`config.mk`:
```
export PLATFORM = sky130hd
export DESIGN_NAME = npa_psum
export DESIGN_NICKNAME = d
export VERILOG_FILES = /design/src/hdl/nearest_point_ahead_search_core_assert.svh /design/src/hdl/npa_pkg.sv /design/src/hdl/npa_psum.sv
export SDC_FILE = /design/constraint.sdc
export NUM_CORES = 2
export LEC_CHECK = 0
export ABC_CLOCK_PERIOD_IN_PS = 6100
export BUFFER_PORTS_ARGS = -buffer_cell sky130_fd_sc_hd__clkbuf_2
export CAP_MARGIN = 10
export CORE_ASPECT_RATIO = 0.9
export CORE_MARGIN = 2
export CORE_UTILIZATION = 50
export DETAILED_ROUTE_END_ITERATION = 6
export PLACE_DENSITY = 0.69
export SYNTH_ARGS = -nofsm -noshare
export SYNTH_HDL_FRONTEND = slang
export SYNTH_SLANG_ARGS = --single-unit
export TNS_END_PERCENT = 30
```
`constraint.sdc`:
```
create_clock -name clk -period 6.1 [get_ports clk]
set_input_delay 0.305 -clock clk [delete_from_list [all_inputs] [get_ports clk]]
set_output_delay 0.305 -clock clk [all_outputs]
set_load 0.02 [all_outputs]
```
`src/hdl/nearest_point_ahead_search_core_assert.svh`:
```
// assertion macros shared by the search core
// both expect clk and rst_n in scope
`ifndef NEAREST_POINT_AHEAD_SEARCH_CORE_ASSERT_SVH
`define NEAREST_POINT_AHEAD_SEARCH_CORE_ASSERT_SVH

// same-cycle implication
`define NPA_ASSERT_IMP(name, ante, cons) \
    name: assert property (@(posedge clk) disable iff (!rst_n) (ante) |-> (cons)) \
        else $error("npa: same-cycle check failed");

// next-cycle implication
`define NPA_ASSERT_NEXT(name, ante, cons) \
    name: assert property (@(posedge clk) disable iff (!rst_n) (ante) |=> (cons)) \
        else $error("npa: next-cycle check failed");

`endif

```
`src/hdl/npa_pkg.sv`:
```
`default_nettype none

package npa_pkg;

    localparam int COORD_W  = 20;
    localparam int POINT_W  = 2 * COORD_W;
    localparam int DIFF_W   = COORD_W + 1;
    localparam int PROD_W   = 2 * DIFF_W;
    localparam int PSUM_W   = PROD_W + 1;
    // squared distances and positive dot products stay below 2^41
    localparam int DIST_W   = 2 * COORD_W + 1;
    localparam int INDEX_W  = 10;
    localparam int COS_W    = 16;
    localparam int CMD_W    = 2;

    localparam int MAX_POINTS_DEF = 1024;
    localparam logic [COS_W-1:0] COS_RESET = 16'd498;

    // serial multiplier operand widths
    localparam int MUL_A_W   = DIST_W + COS_W;
    localparam int MUL_B_W   = DIST_W;
    localparam int MUL_P_W   = MUL_A_W + MUL_B_W;
    localparam int DOT_SQ_W  = 2 * DIST_W;

    localparam logic [CMD_W-1:0] CMD_CLEAR  = 2'd0;
    localparam logic [CMD_W-1:0] CMD_APPEND = 2'd1;
    localparam logic [CMD_W-1:0] CMD_QUERY  = 2'd2;

    typedef logic signed [COORD_W-1:0] coord_t;
    typedef logic signed [DIFF_W-1:0]  diff_t;
    typedef logic signed [PROD_W-1:0]  prod_t;
    typedef logic signed [PSUM_W-1:0]  psum_t;
    typedef logic [DIST_W-1:0]         dist_t;

endpackage

`default_nettype wire

```
`src/hdl/npa_psum.sv`:
```
`default_nettype none

// three-stage u1*v1 + u2*v2 unit, shared by the distance scan and the angle test
module npa_psum #(
    parameter int TAG_W = 10
) (
    input  wire logic                  clk,
    input  wire logic                  rst_n,
    input  wire logic                  in_valid,
    input  wire logic [TAG_W-1:0]      in_tag,
    input  wire npa_pkg::diff_t        u1,
    input  wire npa_pkg::diff_t        v1,
    input  wire npa_pkg::diff_t        u2,
    input  wire npa_pkg::diff_t        v2,
    output logic                       out_valid,
    output logic [TAG_W-1:0]           out_tag,
    output npa_pkg::psum_t             out_sum
);

    logic               s0_valid_reg;
    logic               s1_valid_reg;
    logic               s2_valid_reg;
    logic [TAG_W-1:0]   s0_tag_reg;
    logic [TAG_W-1:0]   s1_tag_reg;
    logic [TAG_W-1:0]   s2_tag_reg;
    npa_pkg::diff_t     u1_reg;
    npa_pkg::diff_t     v1_reg;
    npa_pkg::diff_t     u2_reg;
    npa_pkg::diff_t     v2_reg;
    npa_pkg::prod_t     p1_reg;
    npa_pkg::prod_t     p2_reg;
    npa_pkg::prod_t     p1_next;
    npa_pkg::prod_t     p2_next;
    npa_pkg::psum_t     sum_reg;
    npa_pkg::psum_t     sum_next;

    assign p1_next  = npa_pkg::PROD_W'(u1_reg) * npa_pkg::PROD_W'(v1_reg);
    assign p2_next  = npa_pkg::PROD_W'(u2_reg) * npa_pkg::PROD_W'(v2_reg);
    assign sum_next = npa_pkg::PSUM_W'(p1_reg) + npa_pkg::PSUM_W'(p2_reg);

    always_ff @(posedge clk or negedge rst_n)
    begin
        if (!rst_n)
        begin
            s0_valid_reg <= 1'b0;
            s1_valid_reg <= 1'b0;
            s2_valid_reg <= 1'b0;
        end
        else
        begin
            s0_valid_reg <= in_valid;
            s1_valid_reg <= s0_valid_reg;
            s2_valid_reg <= s1_valid_reg;
        end
    end

    always_ff @(posedge clk)
    begin
        s0_tag_reg <= in_tag;
        u1_reg     <= u1;
        v1_reg     <= v1;
        u2_reg     <= u2;
        v2_reg     <= v2;
        s1_tag_reg <= s0_tag_reg;
        p1_reg     <= p1_next;
        p2_reg     <= p2_next;
        s2_tag_reg <= s1_tag_reg;
        sum_reg    <= sum_next;
    end

    assign out_valid = s2_valid_reg;
    assign out_tag   = s2_tag_reg;
    assign out_sum   = sum_reg;

endmodule

`default_nettype wire

```
==> impl_metrics.toml <==
[setup_path]
crit_slowest_cell = "fa_1"
r2r_slack_ps = -610
path_cells = "buf_12 -> and2_4 -> fa_1 -> fa_1 -> inv_2 -> fa_1 -> inv_2 -> fa_1 -> inv_1 -> fa_1 -> inv_1 -> fa_1 -> inv_1 -> fa_1 -> inv_2 -> ha_4 -> and4_1 -> nor2b_4 -> o41a_1 -> o21ai_4 -> a21oi_2 -> or4_4 -> o2111a_1 -> a211oi_2"
end_kind = "flip-flop"
timing.rr.end = "p1_reg[41]"
critPathKind = "reg -> reg"
crit_end = "p1_reg[41]"
cp-startpoint = "u1_reg[9]"
arrival_ps = 7180
worstPathMaxFanout = 13
rr_worst_depth = 24
r2r_start = "u1_reg[9]"
crit_top_cell = "fa_1"
cpPeakStageDelay_ps = 520
crit_path_start_kind = "flip-flop"
cp.required_ps = 6570

[synthesis]
syn_inst = 4224
synth.top_cell.area_share_pct = 45.99
synthFlopType = "dfxtp_1"
synth_top_area_cell = "fa_1"
synth.most_common_cell = "inv_1"
synth_cell_types = 68
avgSynthCellArea_um2 = 9.470
synth_area_leaders = "fa_1 (46%), dfxtp_1 (12%), inv_1 (9.7%)"
yosysWarnings = 0
ys_top_cells_by_count = "inv_1 (1,036), fa_1 (919), nand2_1 (496)"
async_flop_share_pct = 1.230
syn-num-nets = 5504
synth-edff-count = 0
ys_seq_area_share_pct = 12.25
ys_ff_latch = 244
syn-cell-area_um2 = 40000

[cts]
cts_tree = "done"
cts_sinks = 244
clk_path_buf_depth = 3
numCtsBuffers = 34
ctsHtreeMaxLevel = 2
clkTransAtPathRegs_ps = 60
clk_latency_ps = 560
cts_root_buf = "clkbuf_16"

[floorplanning]
fp-row-count = 98
die_w_um = 302.1
start_util_pct = 50.42
die_h_um = 272.3
core_um2 = 79330
die_area_um2 = 82280
pin_count = 151

[final_layout]
n_antenna_cell = 0
nets = 6115
largest_reg_flops = 43
fillCellCount = 6480
area_growth_pct = 22.60
multi_input_area_um2 = 31460
drive_gt1_share_pct = 19.86
seqCellArea_um2 = 5050

[global_route]
grt_pass1_vias = 31600
grt_remaining_overflow = 0
grt_pass1_wl_um = 155000
antenna_found_initial = 5
grt_start_max_net_pins = 18
track_usage_pct = 23.53

[outcome]
failed_checks = "setup timing"
status = "complete, but fails checks"

[timing]
max_freq_mhz = 149.0
hold_viol_final = 0
min_period_over_period_pct = 110.0
tightest_slew_ps = 578.4
period_needed_ps = 6710
setup_viol = 38
relSlewSlack_pct = 60.44
fin_skew_ps = 18.97
slew_viol_final = 0
finalWorstSetupSlack_ps = -609.6
rsz0062_at_grt = "true"
tns_ps = -10700

[placement]
place.port_buffers = 150
gp_congestion = 0.8875
hpwl_um = 76950

[drt]
drc = 0
first_iter_violations = 1383
routed_wl_um = 91260
ant_nets = 0
via_per_inst = 4.992
via_count = 29500
dr.pass1.iters = 6
post_drt_wl_per_cell_um = 15.44

[job]
drv_cap = 0

[min_path]
hold_class = "in -> async"
-- worst max-delay path, delay by kind of cell (launching register included) --
family,cells,cell delay (ps)
compound gates,5,1280
fa+ha+maj,8,3700
buf+inv,7,440
flops,1,330
simple gates,4,890
-- cell usage in the layout, fill, tap and decap left out, types with 24 or more instances in the layout --
master / n
inv_1: 1011
fa_1: 897
nand2_1: 488
buf_4: 427
and2_1: 385
ha_1: 240
dfxtp_1: 185
clkbuf_2: 150
dlygate4sd3_1: 96
xnor2_1: 89
a21oi_1: 83
nor2_1: 79
a21o_1: 54
o21ai_0: 41
buf_12: 40
clkbuf_16: 37
dfxtp_4: 32
buf_6: 31
a21oi_2: 28
xor2_1: 28
dfxtp_2: 24
-- cells by family after synthesis --
family                   Yosys count  synth area share (%)
buffers and inverters           1211                 11.37
AO/OA/AOI/OAI                    344                 5.593
flip-flops                       244                 12.25
XOR/XNOR                         119                 2.606
adder cells (fa/ha/maj)         1183                 54.25
multiplexers                       4                0.1032
AND/OR/NAND/NOR                 1119                 13.83
-- metal layers --
layer,track usage [%],up-vias,share of wire (%)
li1,-,13620,-
met5,0,-,0.012
met3,3.565,165,5.8
met1,31.57,15040,42
met4,6.709,2,3.0
met2,39.68,669,49
-- what timing repair did --
item,in CTS,in global routing
hold buffers,96,0
cloned,0,1
endpoints found under the setup margin,47,52
hold endpoints to repair,98,0
gates resized for setup,127,151
pin swaps,57,109
setup buffers,23,20
-- through the flow --
| stage | cell area (µm²) | utilization (%) | hold slack (ps) | std cells | setup WS [ps] |
|---|---|---|---|---|---|
| after global routing | 49040 | 61.81 | 75.91 | 5909 | -844.0 |
| final | 49040 | 61.81 | 90.15 | 5909 | -609.6 |
| after CTS | 48360 | 60.96 | 45.62 | 5892 | -557.3 |
| after floorplan | 40600 | - | 9.409 | 4224 | -152.4 |
| after detailed placement | 45700 | 57.61 | 105.1 | 5713 | -789.9 |
| after global placement | 45700 | 57.61 | 103.4 | 5713 | -684.1 |
-- worst min-delay path by stage --
stage                     start      endpoint  slack (ps)  cells after the start
final                     rst_n  s0_valid_reg          90                      2
after global routing      rst_n  s0_valid_reg          80                      2
after CTS                 rst_n  s1_valid_reg          50                      2
after detailed placement  rst_n  s1_valid_reg         110                      1
after global placement    rst_n  s0_valid_reg         100                      1
after floorplan           rst_n     out_valid           9                      0
-- layout make-up --
| class | instances | area share [%] |
|---|---|---|
| Multi-Input combinational cell | 2769 | 64.15 |
| Timing Repair Buffer | 749 | 12.52 |
| Sequential cell | 244 | 10.30 |
| Clock inverter | 18 | 0.4210 |
| Inverter | 1037 | 7.960 |
| Clock buffer | 42 | 1.965 |
| Tap cell | 1050 | 2.679 |
Power is not shown: default switching activity piles up to over one toggle a cycle in this logic, so the estimate is an artifact.
