<file path="src/hdl/nearest_point_ahead_search_core_assert.svh">
// assertion macros shared by the search core
// both expect clk and rst_n in scope
`ifndef NEAREST_POINT_AHEAD_SEARCH_CORE_ASSERT_SVH
`define NEAREST_POINT_AHEAD_SEARCH_CORE_ASSERT_SVH

// same-cycle implication
`define NPA_ASSERT_IMP(name, ante, cons) \
    name: assert property (@(posedge clk) disable iff (!rst_n) (ante) |-> (cons)) \
        else $error("npa: same-cycle check failed");

// next-cycle implication
`define NPA_ASSERT_NEXT(name, ante, cons) \
    name: assert property (@(posedge clk) disable iff (!rst_n) (ante) |=> (cons)) \
        else $error("npa: next-cycle check failed");

`endif

</file>
<file path="src/hdl/npa_pkg.sv">
`default_nettype none

package npa_pkg;

    localparam int COORD_W  = 20;
    localparam int POINT_W  = 2 * COORD_W;
    localparam int DIFF_W   = COORD_W + 1;
    localparam int PROD_W   = 2 * DIFF_W;
    localparam int PSUM_W   = PROD_W + 1;
    // squared distances and positive dot products stay below 2^41
    localparam int DIST_W   = 2 * COORD_W + 1;
    localparam int INDEX_W  = 10;
    localparam int COS_W    = 16;
    localparam int CMD_W    = 2;

    localparam int MAX_POINTS_DEF = 1024;
    localparam logic [COS_W-1:0] COS_RESET = 16'd498;

    // serial multiplier operand widths
    localparam int MUL_A_W   = DIST_W + COS_W;
    localparam int MUL_B_W   = DIST_W;
    localparam int MUL_P_W   = MUL_A_W + MUL_B_W;
    localparam int DOT_SQ_W  = 2 * DIST_W;

    localparam logic [CMD_W-1:0] CMD_CLEAR  = 2'd0;
    localparam logic [CMD_W-1:0] CMD_APPEND = 2'd1;
    localparam logic [CMD_W-1:0] CMD_QUERY  = 2'd2;

    typedef logic signed [COORD_W-1:0] coord_t;
    typedef logic signed [DIFF_W-1:0]  diff_t;
    typedef logic signed [PROD_W-1:0]  prod_t;
    typedef logic signed [PSUM_W-1:0]  psum_t;
    typedef logic [DIST_W-1:0]         dist_t;

endpackage

`default_nettype wire

</file>
<file path="src/hdl/npa_mul.sv">
`default_nettype none

// unsigned shift-add multiplier, one bit of b per cycle
module npa_mul (
    input  wire logic                        clk,
    input  wire logic                        rst_n,
    input  wire logic                        start,
    input  wire logic [npa_pkg::MUL_A_W-1:0] a,
    input  wire logic [npa_pkg::MUL_B_W-1:0] b,
    output logic                             done,
    output logic      [npa_pkg::MUL_P_W-1:0] product
);

    localparam int AW    = npa_pkg::MUL_A_W;
    localparam int BW    = npa_pkg::MUL_B_W;
    localparam int PW    = npa_pkg::MUL_P_W;
    localparam int CNT_W = $clog2(BW + 1);

    logic             run_reg;
    logic             done_reg;
    logic [CNT_W-1:0] cnt_reg;
    logic [AW-1:0]    a_reg;
    logic [PW-1:0]    prod_reg;
    logic [AW:0]      acc_sum;
    logic [PW-1:0]    prod_next;

    assign acc_sum   = {1'b0, prod_reg[PW-1:BW]} + (prod_reg[0] ? {1'b0, a_reg} : '0);
    assign prod_next = {acc_sum, prod_reg[BW-1:1]};

    always_ff @(posedge clk or negedge rst_n)
    begin
        if (!rst_n)
        begin
            run_reg  <= 1'b0;
            done_reg <= 1'b0;
            cnt_reg  <= '0;
        end
        else
        begin
            done_reg <= 1'b0;
            if (start)
            begin
                run_reg <= 1'b1;
                cnt_reg <= CNT_W'(BW);
            end
            else if (run_reg)
            begin
                cnt_reg <= cnt_reg - CNT_W'(1);
                if (cnt_reg == CNT_W'(1))
                begin
                    run_reg  <= 1'b0;
                    done_reg <= 1'b1;
                end
            end
        end
    end

    always_ff @(posedge clk)
    begin
        if (start)
        begin
            a_reg    <= a;
            prod_reg <= {AW'(0), b};
        end
        else if (run_reg)
        begin
            prod_reg <= prod_next;
        end
    end

    assign done    = done_reg;
    assign product = prod_reg;

endmodule

`default_nettype wire

</file>
<file path="config.mk">
export PLATFORM = sky130hd
export DESIGN_NAME = npa_mul
export DESIGN_NICKNAME = d
export VERILOG_FILES = /design/src/hdl/nearest_point_ahead_search_core_assert.svh /design/src/hdl/npa_pkg.sv /design/src/hdl/npa_mul.sv
export SDC_FILE = /design/constraint.sdc
export NUM_CORES = 1
export LEC_CHECK = 0
export CAP_MARGIN = 20
export CORE_MARGIN = 2
export CORE_UTILIZATION = 44
export DETAILED_ROUTE_END_ITERATION = 8
export DONT_BUFFER_PORTS = 1
export PLACE_DENSITY = 0.58
export SYNTH_ARGS = -nofsm -noshare
export SYNTH_HDL_FRONTEND = slang
export SYNTH_SLANG_ARGS = --single-unit
</file>
<file path="constraint.sdc">
create_clock -name clk -period 4.2 [get_ports clk]
set_input_delay 0.21 -clock clk [delete_from_list [all_inputs] [get_ports clk]]
set_output_delay 0.21 -clock clk [all_outputs]
set_load 0.02 [all_outputs]
</file>
==> flow_summary.json, run 1 <==
{
  "status": "completed",
  "synthSimpleGateAreaFrac_pct": 14.30,
  "ir_drop_mv": 0.2667,
  "tightest_slew_ns": 1.074,
  "ios": 200,
  "async_flop_share_pct": 4.908,
  "syn_inst": 903,
  "ys_types": 72,
  "drtAntennaViolNets": 0,
  "cts_htree_levels": 4,
  "synth_area_sq_mm": 0.009373,
  "syn_nets": 1064,
  "hold_path.class": "in -> reg",
  "gp_congestion": 0.8723,
  "fin_area_sq_mm": 0.01130,
  "syn_area_per_cell_sq_um": 10.38,
  "max_stage_delay_ns": 0.60,
  "crit_required_ns": 4.55,
  "dpl.cell_count": 1142,
  "crit_slowest_cell": "edfxtp_1",
  "cp-end-kind": "flop",
  "synthAdderAreaFrac_pct": 8.090,
  "period_share_pct": 94.21,
  "layout_commonest_cell": "dlygate4sd3_1",
  "clk_latency_ns": 0.44,
  "core-area_sq_mm": 0.02096,
  "rr_startpoint": "product[0]$_DFFE_PP_",
  "cts_buffers": 17,
  "largest_reg_flops": 98,
  "final_nets": 1151,
  "grt_pass1_vias": 7181,
  "rows": 53,
  "cp_num_buf_inv": 1,
  "cts_sinks": 163,
  "grt_max_degree": 116,
  "crit_type": "reg -> reg",
  "overflow": 0,
  "cp_top_family": "compound AO/OA/AOI/OAI gates",
  "synthMuxAreaShare_pct": 8.130,
  "worstReg2RegEnd": "product[91]$_SDFFE_PP0P_",
  "rsz0062_at_grt": "false",
  "firstDrtPassIters": 5,
  "leakage_nw": 4.741,
  "die_x_um": 150.0,
  "cts_tree": "built",
  "arrival_ns": 4.31,
  "ys.flop_type": "edfxtp_1",
  "worstSetupStartpointType": "flop",
  "grt_pass1_wl_mm": 36.77,
  "initial_core_util_pct": 44.73,
  "port_buffers": 0,
  "dp_hpwl_mm": 15.54,
  "cap_violations": 0,
  "crit_cells": 13,
  "whs_ns": 0.02821,
  "num_antenna_cells": 0,
  "via_count": 7052,
  "crit_chain": "buf_4 > and2_1 > ha_1 > o21ai_1 > a2111oi_2 > o31ai_1 > a311oi_1 > o31ai_2 > a211oi_1 > a21oi_1 > o21bai_1 > xnor2_1 > a211oi_1",
  "synth_top_family_by_area": "compound AO/OA/AOI/OAI gates",
  "synth-xor-area-share_pct": 5.326,
  "synth-seq-area-share_pct": 45.71,
  "synth_compound_area_share_pct": 15.75,
  "post-cts-setup-buffer-count": 0,
  "wl_per_cell_um": 18.08,
  "timing.final.crit_period_ns": 3.957,
  "cp_common_cell": "a211oi_1",
  "avgViaCountPerCell": 5.518,
  "hold_viol": 0,
  "drt_iter0_markers": 362,
  "synth.largest_area_cell": "edfxtp_1",
  "fin_util_pct": 53.91,
  "setup_viol": 0,
  "wirelength_mm": 23.10,
  "min_path_cells": 1,
  "holdPathEnd": "product[0]$_DFFE_PP_",
  "ff2ff_path_depth": 13,
  "layout-drive-gt1-share_pct": 10.17,
  "netlist.area_leader.share_pct": 31.40,
  "yosys-top-cells-area": "edfxtp_1 31%, dfxtp_1 12%, ha_1 7.9%",
  "synth_warnings": 0,
  "mostFrequentLayoutCells": "103 x dlygate4sd3_1, 98 x edfxtp_1, 69 x nor2_1",
  "post_dp_cell_area_sq_mm": 0.009597,
  "area_delta_synth_final_pct": 20.53,
  "maxSlewViolCount": 0,
  "stdcell_count": 1278,
  "fin_tns_setup_ns": 0,
  "max-slew-margin-rel_pct": 28.13,
  "rrSetupSlack_ns": 0.24,
  "power_density_mw_per_mm2": 504.3,
  "min_from": "start",
  "cts_buffer_depth": 2,
  "clkTransAtPathRegs_ns": 0.08,
  "antenna_found_initial": 1,
  "track_usage_pct": 20.76,
  "fmax_mhz": 252.7,
  "fin_skew_ns": 0.01501,
  "drc_errors": 0,
  "root_buffer": "clkbuf_16",
  "synth-edff-count": 98,
  "cp_max_fo": 15,
  "die-area_sq_mm": 0.02249,
  "synth-seq-cells": 163,
  "die-height_um": 150.0
}
## report_power, final
part,total (mW),switching (mW),internal [mW]
Sequential,2.45,0.487,1.97
Clock,1.63,0.800,0.826
Combinational,1.62,0.905,0.712
## routing by layer
| layer | part of all wire [%] | track usage (%) | vias to the layer above |
|---|---|---|---|
| met5 | 0.056 | 0 | - |
| met4 | 1.2 | 5.566 | 2 |
| met3 | 7.2 | 5.823 | 23 |
| met2 | 46 | 34.04 | 211 |
| met1 | 45 | 26.99 | 3350 |
| li1 | - | - | 3466 |
## synth_stat cells, drive strengths merged, types with 18 or more instances
| cell type | n |
|---|---|
| and2 | 61 |
| clkbuf | 36 |
| a21oi | 67 |
| xnor2 | 33 |
| a21o | 26 |
| xor2 | 24 |
| dfxtp | 57 |
| nor2 | 71 |
| nand2 | 67 |
| edfxtp | 98 |
| mux2i | 30 |
| o21bai | 18 |
| ha | 59 |
| inv | 23 |
| mux2 | 41 |
| o21ai | 48 |
## area by class of cell
class,instances,area [sq um]
inverters,23,86.33
clock inverters,15,211.5
clock buffers,17,425.4
well taps,275,344.1
repair buffers,110,1104
multi-input cells,675,4841
flip-flops and latches,163,4285
fillers,1904,9658
## how the worst max path moves through the flow
stage                                     from                  endpoint  slack (ns)
after global routing      product[0]$_DFFE_PP_  product[92]$_SDFFE_PP0P_        0.03
after floorplan           product[0]$_DFFE_PP_  product[92]$_SDFFE_PP0P_        0.71
after global placement    product[0]$_DFFE_PP_  product[91]$_SDFFE_PP0P_        0.46
final                     product[0]$_DFFE_PP_  product[91]$_SDFFE_PP0P_        0.24
after detailed placement  product[0]$_DFFE_PP_  product[91]$_SDFFE_PP0P_        0.28
after CTS                 product[0]$_DFFE_PP_  product[91]$_SDFFE_PP0P_        0.25
## kinds of logic (layout without fill, tap and decap cells)
group / count (synthesis) / after routing
fa+ha+maj: 60 / 60
simple gates: 268 / 268
flops: 163 / 163
xor+xnor: 57 / 57
compound gates: 219 / 219
mux: 71 / 71
buf+inv: 65 / 165
## stage by stage
| stage | power [mW] | setup slack (ns) |
|---|---|---|
| 3_3_place_gp | 3.990 | 0.4624 |
| 4_1_cts | 5.739 | 0.2522 |
| 5_1_grt | 6.034 | 0.02711 |
| 6_report | 5.697 | 0.2432 |
| 3_5_place_dp | 3.988 | 0.2825 |
| 2_1_floorplan | 3.632 | 0.7115 |
## repair_timing
item / CTS / global route
resized for setup: 0 / 1
endpoints found under the setup margin: 0 / 1
endpoints found under the hold margin: 205 / 2
hold buffers: 102 / 2
Note: power is estimated with default switching activity, not from simulation.
==> run 2, diff against run 1 <==
- CTS_BUF_LIST: unset -> sky130_fd_sc_hd__clkbuf_8
==> run 2 against run 1 <==
Critical path depth unchanged. Sequential cell count unchanged. Combinational power about the same. Die area unchanged. Hold slack improved by 0.027 ns. Clock skew increased by 0.010 ns. Non-clock buffer count decreased by 4. Total power decreased by 7.3%. Sequential share of layout area increased by 0.78 points. Routed wire length decreased by 2.6%. Critical endpoint unchanged. Largest cell class unchanged.
==> flow_summary.json, run 2 (synthesis gave the netlist of run 1 again) <==
{
  "hold_viol": 0,
  "overflow": 0,
  "initial_core_util_pct": 44.73,
  "max_stage_delay_ns": 0.61,
  "post-cts-setup-buffer-count": 0,
  "cts_buffer_depth": 2,
  "final_nets": 1147,
  "min_path_cells": 3,
  "layout-drive-gt1-share_pct": 10.31,
  "grt_pass1_vias": 7075,
  "fmax_mhz": 256.1,
  "dp_hpwl_mm": 15.54,
  "cp-end-kind": "flop",
  "cp_max_fo": 15,
  "crit_slowest_cell": "edfxtp_1",
  "status": "completed",
  "grt_pass1_wl_mm": 36.05,
  "firstDrtPassIters": 4,
  "max-slew-margin-rel_pct": 40.27,
  "mostFrequentLayoutCells": "99 x dlygate4sd3_1, 98 x edfxtp_1, 69 x nor2_1",
  "period_share_pct": 92.97,
  "fin_skew_ns": 0.02550,
  "track_usage_pct": 20.26,
  "setup_viol": 0,
  "avgViaCountPerCell": 5.451,
  "via_count": 6945,
  "ir_drop_mv": 0.2492,
  "power_density_mw_per_mm2": 477.1,
  "antenna_found_initial": 1,
  "drc_errors": 0,
  "fin_tns_setup_ns": 0,
  "root_buffer": "clkbuf_8",
  "arrival_ns": 4.30,
  "cts_tree": "built",
  "cp_top_family": "compound AO/OA/AOI/OAI gates",
  "die_x_um": 150.0,
  "drt_iter0_markers": 337,
  "fin_total_pwr_mw": 5.282,
  "maxSlewViolCount": 0,
  "tightest_slew_ns": 0.8960,
  "post_dp_cell_area_sq_mm": 0.009597,
  "num_antenna_cells": 0,
  "timing.final.crit_period_ns": 3.905,
  "crit_type": "reg -> reg",
  "crit_required_ns": 4.60,
  "dpl.cell_count": 1142,
  "rows": 53,
  "die-area_sq_mm": 0.02249,
  "cp_num_buf_inv": 1,
  "cap_violations": 0,
  "clkTransAtPathRegs_ns": 0.11,
  "stdcell_count": 1274,
  "wirelength_mm": 22.50,
  "gp_congestion": 0.8723,
  "fin_area_sq_mm": 0.01107,
  "layout_commonest_cell": "dlygate4sd3_1",
  "rsz0062_at_grt": "false",
  "grt_max_degree": 145,
  "area_delta_synth_final_pct": 18.11,
  "hold_path.class": "in -> reg",
  "whs_ns": 0.05517,
  "drtAntennaViolNets": 0,
  "core-area_sq_mm": 0.02096,
  "crit_chain": "buf_4 > and2_1 > ha_1 > o21ai_1 > a2111oi_2 > o31ai_2 > a311oi_1 > o31ai_2 > a211oi_1 > a21oi_1 > o21bai_1 > xnor2_1 > a211oi_1",
  "cts_buffers": 17,
  "cts_htree_levels": 4,
  "crit_cells": 13,
  "leakage_nw": 4.631,
  "cts_sinks": 163,
  "worstSetupStartpointType": "flop",
  "largest_reg_flops": 98,
  "wl_per_cell_um": 17.66,
  "port_buffers": 0,
  "die-height_um": 150.0,
  "ios": 200,
  "clk_latency_ns": 0.49,
  "ff2ff_path_depth": 13
}
[run 2: area by class of cell]
class,instances,area [sq um]
clock buffer,17,234.0
clock inverter,15,211.5
fill,1927,9884
inverter,23,86.33
multi-input combinational,675,4846
sequential,163,4285
tap,275,344.1
timing repair buffer,106,1064
[run 2: through the flow]
step                      worst slack, ns  utilization, %
after global routing              0.03258           52.83
after CTS                          0.2185           52.78
after detailed placement           0.2825           45.80
final                              0.2954           52.83
after floorplan                    0.7115               -
after global placement             0.4624           45.80
[run 2: worst reg2reg max path, stage by stage (launching register included)]
cell	delay, ns
edfxtp_1	0.61
buf_4	0.27
and2_1	0.15
ha_1	0.38
o21ai_1	0.13
a2111oi_2	0.41
o31ai_2	0.19
a311oi_1	0.43
o31ai_2	0.16
a211oi_1	0.41
a21oi_1	0.20
o21bai_1	0.19
xnor2_1	0.08
a211oi_1	0.21
[run 2: repair_timing]
item	4_1_cts	5_1_grt
endpoints found under the setup margin	0	1
gates resized for setup	0	2
endpoints found under the hold margin	207	0
hold buffers	100	0
[run 2: path summary, 6_finish.rpt]
path / startpoint / end / slack, ns
max reg2reg: product[0]$_DFFE_PP_ / product[91]$_SDFFE_PP0P_ / 0.30
max in group asynchronous: rst_n / run_reg$_DFF_PN0_ / 3.81
min in group asynchronous: rst_n / cnt_reg[4]$_DFFE_PN0P_ / 0.08
min reg2reg: cnt_reg[4]$_DFFE_PN0P_ / cnt_reg[4]$_DFFE_PN0P_ / 0.56
max: product[0]$_DFFE_PP_ / product[91]$_SDFFE_PP0P_ / 0.30
min: start / run_reg$_DFF_PN0_ / 0.06
[run 2: report_power, final]
part | total, mW | internal (mW) | switching (mW)
clock network | 1.22 | 0.475 | 0.743
logic | 1.61 | 0.709 | 0.900
registers | 2.45 | 1.97 | 0.489
total | 5.28 | 3.15 | 2.13
[run 2: routing by layer]
metal	track usage [%]	up-vias	wire, um	share of wire, %
met3	6.037	17	1564	7.0
met5	0	-	13	0.058
met2	32.88	179	10470	47
li1	-	3444	-	-
met1	26.44	3303	10210	45
met4	5.330	2	233	1.0
